===== config.mk =====
export PLATFORM = sky130hd
export DESIGN_NAME = quoted_string_escape_decoder_top
export DESIGN_NICKNAME = d
export VERILOG_FILES = /design/src/rtl/core/qsed_pkg.sv /design/src/rtl/core/qsed_in_stage.sv /design/src/rtl/core/qsed_decode.sv /design/src/rtl/core/qsed_out_stage.sv /design/src/rtl/core/quoted_string_escape_decoder_top.sv
export SDC_FILE = /design/constraint.sdc
export NUM_CORES = 1
export LEC_CHECK = 0
export BUFFER_PORTS_ARGS = -buffer_cell sky130_fd_sc_hd__clkbuf_2
export CORE_AREA = 3 3 86 88
export DETAILED_ROUTE_END_ITERATION = 6
export DIE_AREA = 0 0 89 91
export PLACE_DENSITY_LB_ADDON = 0.05
export SLEW_MARGIN = 10
export SYNTH_ARGS = -nofsm -noshare
export SYNTH_HDL_FRONTEND = slang
export SYNTH_SLANG_ARGS = --single-unit
export TNS_END_PERCENT = 20

===== constraint.sdc =====
create_clock -name clk_i -period 2.9 [get_ports clk_i]
set_clock_uncertainty 0.1 [all_clocks]
set_input_delay 0.145 -clock clk_i [delete_from_list [all_inputs] [get_ports clk_i]]
set_output_delay 0.145 -clock clk_i [all_outputs]
set_load 0.02 [all_outputs]

===== src/rtl/core/qsed_pkg.sv =====
// Types, codes and character helpers of the quoted string escape decoder.
package qsed_pkg;

  typedef enum logic [1:0] {
    MODE_PLAIN = 2'd0,
    MODE_ESC   = 2'd1,
    MODE_HEX1  = 2'd2,
    MODE_HEX2  = 2'd3
  } mode_e;

  typedef enum logic [1:0] {
    ST_BYTE   = 2'd0,
    ST_CLOSED = 2'd1,
    ST_PREMAT = 2'd2,
    ST_BADHEX = 2'd3
  } status_e;

  localparam logic [7:0] ChQuote     = 8'h22;
  localparam logic [7:0] ChBackslash = 8'h5c;
  localparam logic [7:0] ChLowerX    = 8'h78;
  localparam logic [7:0] ChUpperX    = 8'h58;

  // Item held in the input register.
  typedef struct packed {
    logic       valid;
    logic [7:0] data;
    logic       last;
  } item_t;

  // Result handed from the decoder to the output register.
  typedef struct packed {
    logic       valid;
    logic [7:0] data;
    status_e    status;
  } res_t;

  // Bit 4 set: not a hex digit; else bits 3:0 hold the digit value.
  function automatic logic [4:0] hex_value(input logic [7:0] c);
    logic [4:0] v;
    v = 5'h10;
    if (c >= 8'h30 && c <= 8'h39) begin
      v = {1'b0, 4'(c - 8'h30)};
    end else if (c >= 8'h61 && c <= 8'h66) begin
      v = {1'b0, 4'(c - 8'h57)};
    end else if (c >= 8'h41 && c <= 8'h46) begin
      v = {1'b0, 4'(c - 8'h37)};
    end
    return v;
  endfunction

  function automatic logic [7:0] escape_map(input logic [7:0] c);
    logic [7:0] r;
    case (c)
      8'h6e:   r = 8'h0a; // n
      8'h72:   r = 8'h0d; // r
      8'h62:   r = 8'h08; // b
      8'h65:   r = 8'h1b; // e
      8'h61:   r = 8'h07; // a
      8'h74:   r = 8'h09; // t
      8'h76:   r = 8'h0b; // v
      default: r = c;
    endcase
    return r;
  endfunction

endpackage


===== src/rtl/core/qsed_in_stage.sv =====
// Input register of the decoder: holds one raw item until the decoder takes it.
module qsed_in_stage (
  input  logic               clk_i,
  input  logic               rst_ni,
  input  logic               in_valid_i,
  output logic               in_stall_o,
  input  logic [7:0]         in_byte_i,
  input  logic               in_end_i,
  input  logic               take_i,
  output qsed_pkg::item_t    item_o
);

  logic       valid_q;
  logic [7:0] data_q;
  logic       last_q;

  // Stall only when full and the held item cannot move on.
  assign in_stall_o = valid_q && !take_i;

  always_ff @(posedge clk_i or negedge rst_ni) begin
    if (!rst_ni) begin
      valid_q <= 1'b0;
    end else if (!in_stall_o) begin
      valid_q <= in_valid_i;
    end
  end

  always_ff @(posedge clk_i) begin
    if (in_valid_i && !in_stall_o) begin
      data_q <= in_byte_i;
      last_q <= in_end_i;
    end
  end

  assign item_o = '{valid: valid_q, data: data_q, last: last_q};

endmodule


===== src/rtl/core/qsed_decode.sv =====
// Escape decoder: mode/nibble state and the per-item decode logic.
module qsed_decode (
  input  logic               clk_i,
  input  logic               rst_ni,
  input  qsed_pkg::item_t    item_i,
  input  logic               take_i,
  output qsed_pkg::res_t     res_o
);

  qsed_pkg::mode_e mode_q, mode_d;
  logic [3:0]      nib_q, nib_d;
  logic            bad_q, bad_d;
  logic [4:0]      hv;
  qsed_pkg::res_t  res;

  assign hv = qsed_pkg::hex_value(item_i.data);

  always_comb begin
    mode_d = mode_q;
    nib_d  = nib_q;
    bad_d  = bad_q;
    res    = '{valid: 1'b0, data: 8'h00, status: qsed_pkg::ST_BYTE};
    if (item_i.last) begin
      res.valid  = 1'b1;
      res.status = (mode_q == qsed_pkg::MODE_HEX1 || mode_q == qsed_pkg::MODE_HEX2) ?
                   qsed_pkg::ST_BADHEX : qsed_pkg::ST_PREMAT;
    end else begin
      case (mode_q)
        qsed_pkg::MODE_PLAIN: begin
          if (item_i.data == qsed_pkg::ChQuote) begin
            res.valid  = 1'b1;
            res.status = qsed_pkg::ST_CLOSED;
          end else if (item_i.data == qsed_pkg::ChBackslash) begin
            mode_d = qsed_pkg::MODE_ESC;
          end else begin
            res.valid = 1'b1;
            res.data  = item_i.data;
          end
        end
        qsed_pkg::MODE_ESC: begin
          if (item_i.data == qsed_pkg::ChLowerX || item_i.data == qsed_pkg::ChUpperX) begin
            mode_d = qsed_pkg::MODE_HEX1;
          end else begin
            mode_d    = qsed_pkg::MODE_PLAIN;
            res.valid = 1'b1;
            res.data  = qsed_pkg::escape_map(item_i.data);
          end
        end
        qsed_pkg::MODE_HEX1: begin
          mode_d = qsed_pkg::MODE_HEX2;
          bad_d  = hv[4];
          nib_d  = hv[4] ? 4'h0 : hv[3:0];
        end
        default: begin
          res.valid = 1'b1;
          if (bad_q || hv[4]) begin
            res.status = qsed_pkg::ST_BADHEX;
          end else begin
            res.data = {nib_q, hv[3:0]};
          end
          mode_d = qsed_pkg::MODE_PLAIN;
          nib_d  = 4'h0;
          bad_d  = 1'b0;
        end
      endcase
    end
    // Any end or error puts the decoder back at the start of a string.
    if (res.valid && res.status != qsed_pkg::ST_BYTE) begin
      mode_d = qsed_pkg::MODE_PLAIN;
      nib_d  = 4'h0;
      bad_d  = 1'b0;
    end
    res.valid = res.valid && item_i.valid;
  end

  always_ff @(posedge clk_i or negedge rst_ni) begin
    if (!rst_ni) begin
      mode_q <= qsed_pkg::MODE_PLAIN;
      nib_q  <= 4'h0;
      bad_q  <= 1'b0;
    end else if (take_i) begin
      mode_q <= mode_d;
      nib_q  <= nib_d;
      bad_q  <= bad_d;
    end
  end

  assign res_o = res;

endmodule


===== src/rtl/core/qsed_out_stage.sv =====
// Output register of the decoder: holds one result until the sink takes it.
module qsed_out_stage (
  input  logic               clk_i,
  input  logic               rst_ni,
  input  qsed_pkg::res_t     res_i,
  output logic               ready_o,
  output logic               out_valid_o,
  input  logic               out_stall_i,
  output logic [7:0]         out_byte_o,
  output logic [1:0]         out_status_o
);

  logic       valid_q;
  logic [7:0] data_q;
  logic [1:0] status_q;

  assign ready_o = !valid_q || !out_stall_i;

  always_ff @(posedge clk_i or negedge rst_ni) begin
    if (!rst_ni) begin
      valid_q <= 1'b0;
    end else if (ready_o) begin
      valid_q <= res_i.valid;
    end
  end

  always_ff @(posedge clk_i) begin
    if (ready_o && res_i.valid) begin
      data_q   <= res_i.data;
      status_q <= res_i.status;
    end
  end

  assign out_valid_o  = valid_q;
  assign out_byte_o   = data_q;
  assign out_status_o = status_q;

endmodule


===== src/rtl/core/quoted_string_escape_decoder_top.sv =====
// A taken item is decoded combinationally; its result loads into the output register.
// Throughput: one byte per cycle unless stalled; mode state updates once per byte decoded.
// Stalls: input register, decode logic, output register; the stall chain runs back
//   from out_stall_i through both registers, so a full pipe holds two items.
// Reset (rst_ni low, async): registers empty, decoder in plain mode, no pending escape.
module quoted_string_escape_decoder_top (
  input  logic       clk_i,
  input  logic       rst_ni,
  input  logic       in_valid_i,
  output logic       in_stall_o,
  input  logic [7:0] in_byte_i,
  input  logic       in_end_i,
  output logic       out_valid_o,
  input  logic       out_stall_i,
  output logic [7:0] out_byte_o,
  output logic [1:0] out_status_o
);

  // Item in the input register, and the decoded result headed for the output.
  qsed_pkg::item_t item;
  qsed_pkg::res_t  res;

  // Output register can load this cycle: the held item is decoded and
  // leaves the input register, whether or not it yields a result.
  logic out_ready;
  logic take;

  assign take = item.valid && out_ready;

  qsed_in_stage u_in (
    .clk_i      (clk_i),
    .rst_ni     (rst_ni),
    .in_valid_i (in_valid_i),
    .in_stall_o (in_stall_o),
    .in_byte_i  (in_byte_i),
    .in_end_i   (in_end_i),
    .take_i     (take),
    .item_o     (item)
  );

  // Decode state only advances on a taken item, so a stall freezes it.
  qsed_decode u_dec (
    .clk_i  (clk_i),
    .rst_ni (rst_ni),
    .item_i (item),
    .take_i (take),
    .res_o  (res)
  );

  qsed_out_stage u_out (
    .clk_i        (clk_i),
    .rst_ni       (rst_ni),
    .res_i        (res),
    .ready_o      (out_ready),
    .out_valid_o  (out_valid_o),
    .out_stall_i  (out_stall_i),
    .out_byte_o   (out_byte_o),
    .out_status_o (out_status_o)
  );

endmodule


==> impl_metrics.py <==
metrics = {
    "floorplan": {
        "fp-row-count": 30,
        "die_h_um": 91,
        "start_util": 0.247,
        "fp.dieW_um": 89,
        "core-area_um2": 6720,
        "io_pins": 25,
        "die_area_um2": 8100,
    },
    "sta": {
        "drv_slew": 0,
        "max_freq_ghz": 0.389,
        "fin_tns_setup_ns": 0,
        "maxSlewHeadroom": 0.574,
        "finalHoldViolations": 0,
        "setup_viol": 0,
        "worst_slew_pin_slew_ns": 0.631,
        "rsz0062_at_grt": "false",
        "post-route-min-period_ns": 2.57,
        "timing.final.crit_share": 0.885,
    },
    "clock_tree": {
        "cts_hold_buf": 11,
        "cts.sink_count": 28,
        "clock_latency_ns": 0.27,
        "clkTransAtPathRegs_ns": 0.09,
        "tritoncts": "yes",
        "cts_resized": 0,
        "cts_made_buffers": 3,
        "h-tree-depth": 1,
        "cts_root_buffer": "clkbuf_8",
        "post_cts_buffers": 0,
        "clock_path_buffers": 2,
    },
    "route": {
        "drtPass1Iterations": 4,
        "vias": 1310,
        "drtAntennaViolNets": 0,
        "wire_per_inst_um": 15.2,
        "wl_um": 4000,
        "viasPerCell": 4.96,
        "drc": 0,
        "drtIter0Drc": 111,
    },
    "global_route": {
        "grt_pass1_vias": 1338,
        "overflow": 0,
        "grt_max_degree": 17,
        "grt_pass1_wl_um": 6730,
        "grt_antenna_before_repair": 0,
        "grtUsageTotal": 0.104,
    },
    "layout": {
        "n_fill_cell": 686,
        "drive_gt1_frac": 0.223,
        "final_cells": 264,
        "area_delta_synth_final_pct": 20.2,
        "fin_nets": 202,
        "antenna_cells": 0,
    },
    "power_and_ir_drop": {
        "vdd_drop_max_mv": 0.164,
        "p_leak_uw": 0.000763,
        "power_per_cell_area_nw_per_um2": 425,
    },
    "setup_path": {
        "end_kind": "flip-flop",
        "r2r_start": "u_in.data_q[0]$_DFFE_PP_",
        "cp-startpoint": "u_in.data_q[0]$_DFFE_PP_",
        "crit_fanout": 6,
        "rrSetupSlack_ns": 0.33,
        "critPathArrivalTime_ns": 2.49,
        "setup.worst_path.end": "u_out.out_byte_o[4]$_SDFFCE_PP0P_",
        "slowest_delay_ns": 0.57,
        "ff2ff_path_depth": 7,
        "crit_slowest_cell": "nor4b_2",
        "critPathKind": "reg -> reg",
        "cp_data_required_time_ns": 2.82,
        "crit_chain": "inv_1 -> ha_1 -> nand2b_1 -> nor4b_2 -> or2_1 -> o211ai_1 -> a32o_1",
        "crit_path_start_kind": "flip-flop",
        "r2r_end": "u_out.out_byte_o[4]$_SDFFCE_PP0P_",
    },
    "min_path": {
        "min-delay-path-class": "in -> reg",
        "worstHoldPathCells": 2,
    },
    "yosys": {
        "ys_seq_area_frac": 0.480,
        "synthesis.area_um2": 1660,
        "synth_seq_cells": 28,
        "synthTopCellsByCount": "edfxtp_1, nand2_1, dfrtp_1, nand2b_1, nor2_1",
        "synth.top_cell.area_share": 0.344,
        "syn_inst": 150,
        "async_reset_ff_frac": 0.321,
        "yosys_warnings": 0,
        "yosys.area.top_type": "edfxtp_1",
        "syn_nets": 167,
        "syn_area_per_cell_um2": 11.1,
        "yosysMostFrequentCell": "edfxtp_1",
        "synth-edff-count": 19,
        "ys_types": 57,
        "yosys_most_used_dff": "edfxtp_1",
        "synth.area.top_cells": "edfxtp_1, dfrtp_1, ha_1",
    },
    "place": {
        "gp_congestion": 0.813,
        "port-buffer-count": 24,
        "hpwl_um": 3160,
        "dpl.cell_count": 249,
    },
    "flow_run": {
        "max_cap_viol_count": 0,
    },
    "status": {
        "outcome": "finished clean",
    },
}
## routing by layer
layer  GRT usage  part of all wire
met5           0                 0
met4      0.0223             0.010
met1       0.142              0.46
met3      0.0263             0.060
met2       0.165              0.47
## worst max-delay path, delay by kind of cell (launching register included)
kind	cells	cell delay, ns
compound gates	2	0.35
fa+ha+maj	1	0.28
flops	1	0.52
simple gates	3	0.93
buf+inv	1	0.13
## layout by cell type (no fill, tap or decap), drive strengths merged, types with 3 or more instances in the layout
cell,count
dfrtp,9
o2bb2ai,5
clkbuf,28
nor2,7
o22ai,3
ha,4
inv,6
edfxtp,19
nand4b,3
a21oi,5
a211oi,3
dlygate4sd3,11
nand3,3
o21ai,7
nor4b,3
nand2,14
a21o,3
nand2b,8
## per-stage QoR
stage,cell area [um2],utilization,total power [uW],worst slack [ns],hold WS [ns]
finish,1990,0.297,848,0.332,0.00818
global placement,1840,0.274,639,0.335,-0.0776
floorplan,1660,-,586,0.643,-0.251
CTS,1990,0.297,862,0.338,0.00697
global route,1990,0.297,901,0.191,0.0147
detailed placement,1840,0.274,639,0.352,-0.0712
## worst min path at each step
stage,startpoint,end,slack (ns)
finish,out_stall_i,u_out.out_valid_o$_DFFE_PN0P_,0.008
detailed placement,rst_ni,u_dec.nib_q[3]$_DFFE_PN0P_,-0.07
CTS,out_stall_i,u_out.out_valid_o$_DFFE_PN0P_,0.007
global placement,rst_ni,u_dec.nib_q[3]$_DFFE_PN0P_,-0.08
floorplan,rst_ni,u_dec.bad_q$_DFFE_PN0P_,-0.25
global route,out_stall_i,u_out.out_valid_o$_DFFE_PN0P_,0.01
## cell type report
cell class	count	area, um2	area share
timing repair buffer	37	245	0.123
multi-input combinational	109	786	0.394
inverter	6	22.5	0.0113
clock buffer	4	45.0	0.0226
tap	80	100	0.0502
sequential	28	796	0.399
## state kept, by name (all words and copies together) (netlist names)
signal / count
u_out.out_byte_o: 8
u_in.valid_q: 1
u_dec.bad_q: 1
u_dec.mode_q: 2
u_out.out_status_o: 2
u_in.last_q: 1
u_in.data_q: 8
u_dec.nib_q: 4
u_out.out_valid_o: 1
## kinds of logic (layout without fill, tap and decap cells)
| logic type | count (synthesis) | after routing | share of synthesized area |
|---|---|---|---|
| XOR/XNOR | 2 | 2 | 0.0106 |
| multiplexers | 1 | 1 | 0.00603 |
| adder cells (fa/ha/maj) | 4 | 4 | 0.0302 |
| AND/OR/NAND/NOR | 54 | 54 | 0.201 |
| flip-flops | 28 | 28 | 0.480 |
| buffers and inverters | 13 | 47 | 0.0468 |
| AO/OA/AOI/OAI | 48 | 48 | 0.226 |
## power by group
group / internal (uW) / switching, uW / leakage, uW
Sequential: 460 / 29.8 / 0.000307
Combinational: 62.1 / 87.7 / 0.000433
Clock: 98.3 / 110 / 0.0000228
(Power assumes the default switching activity.)
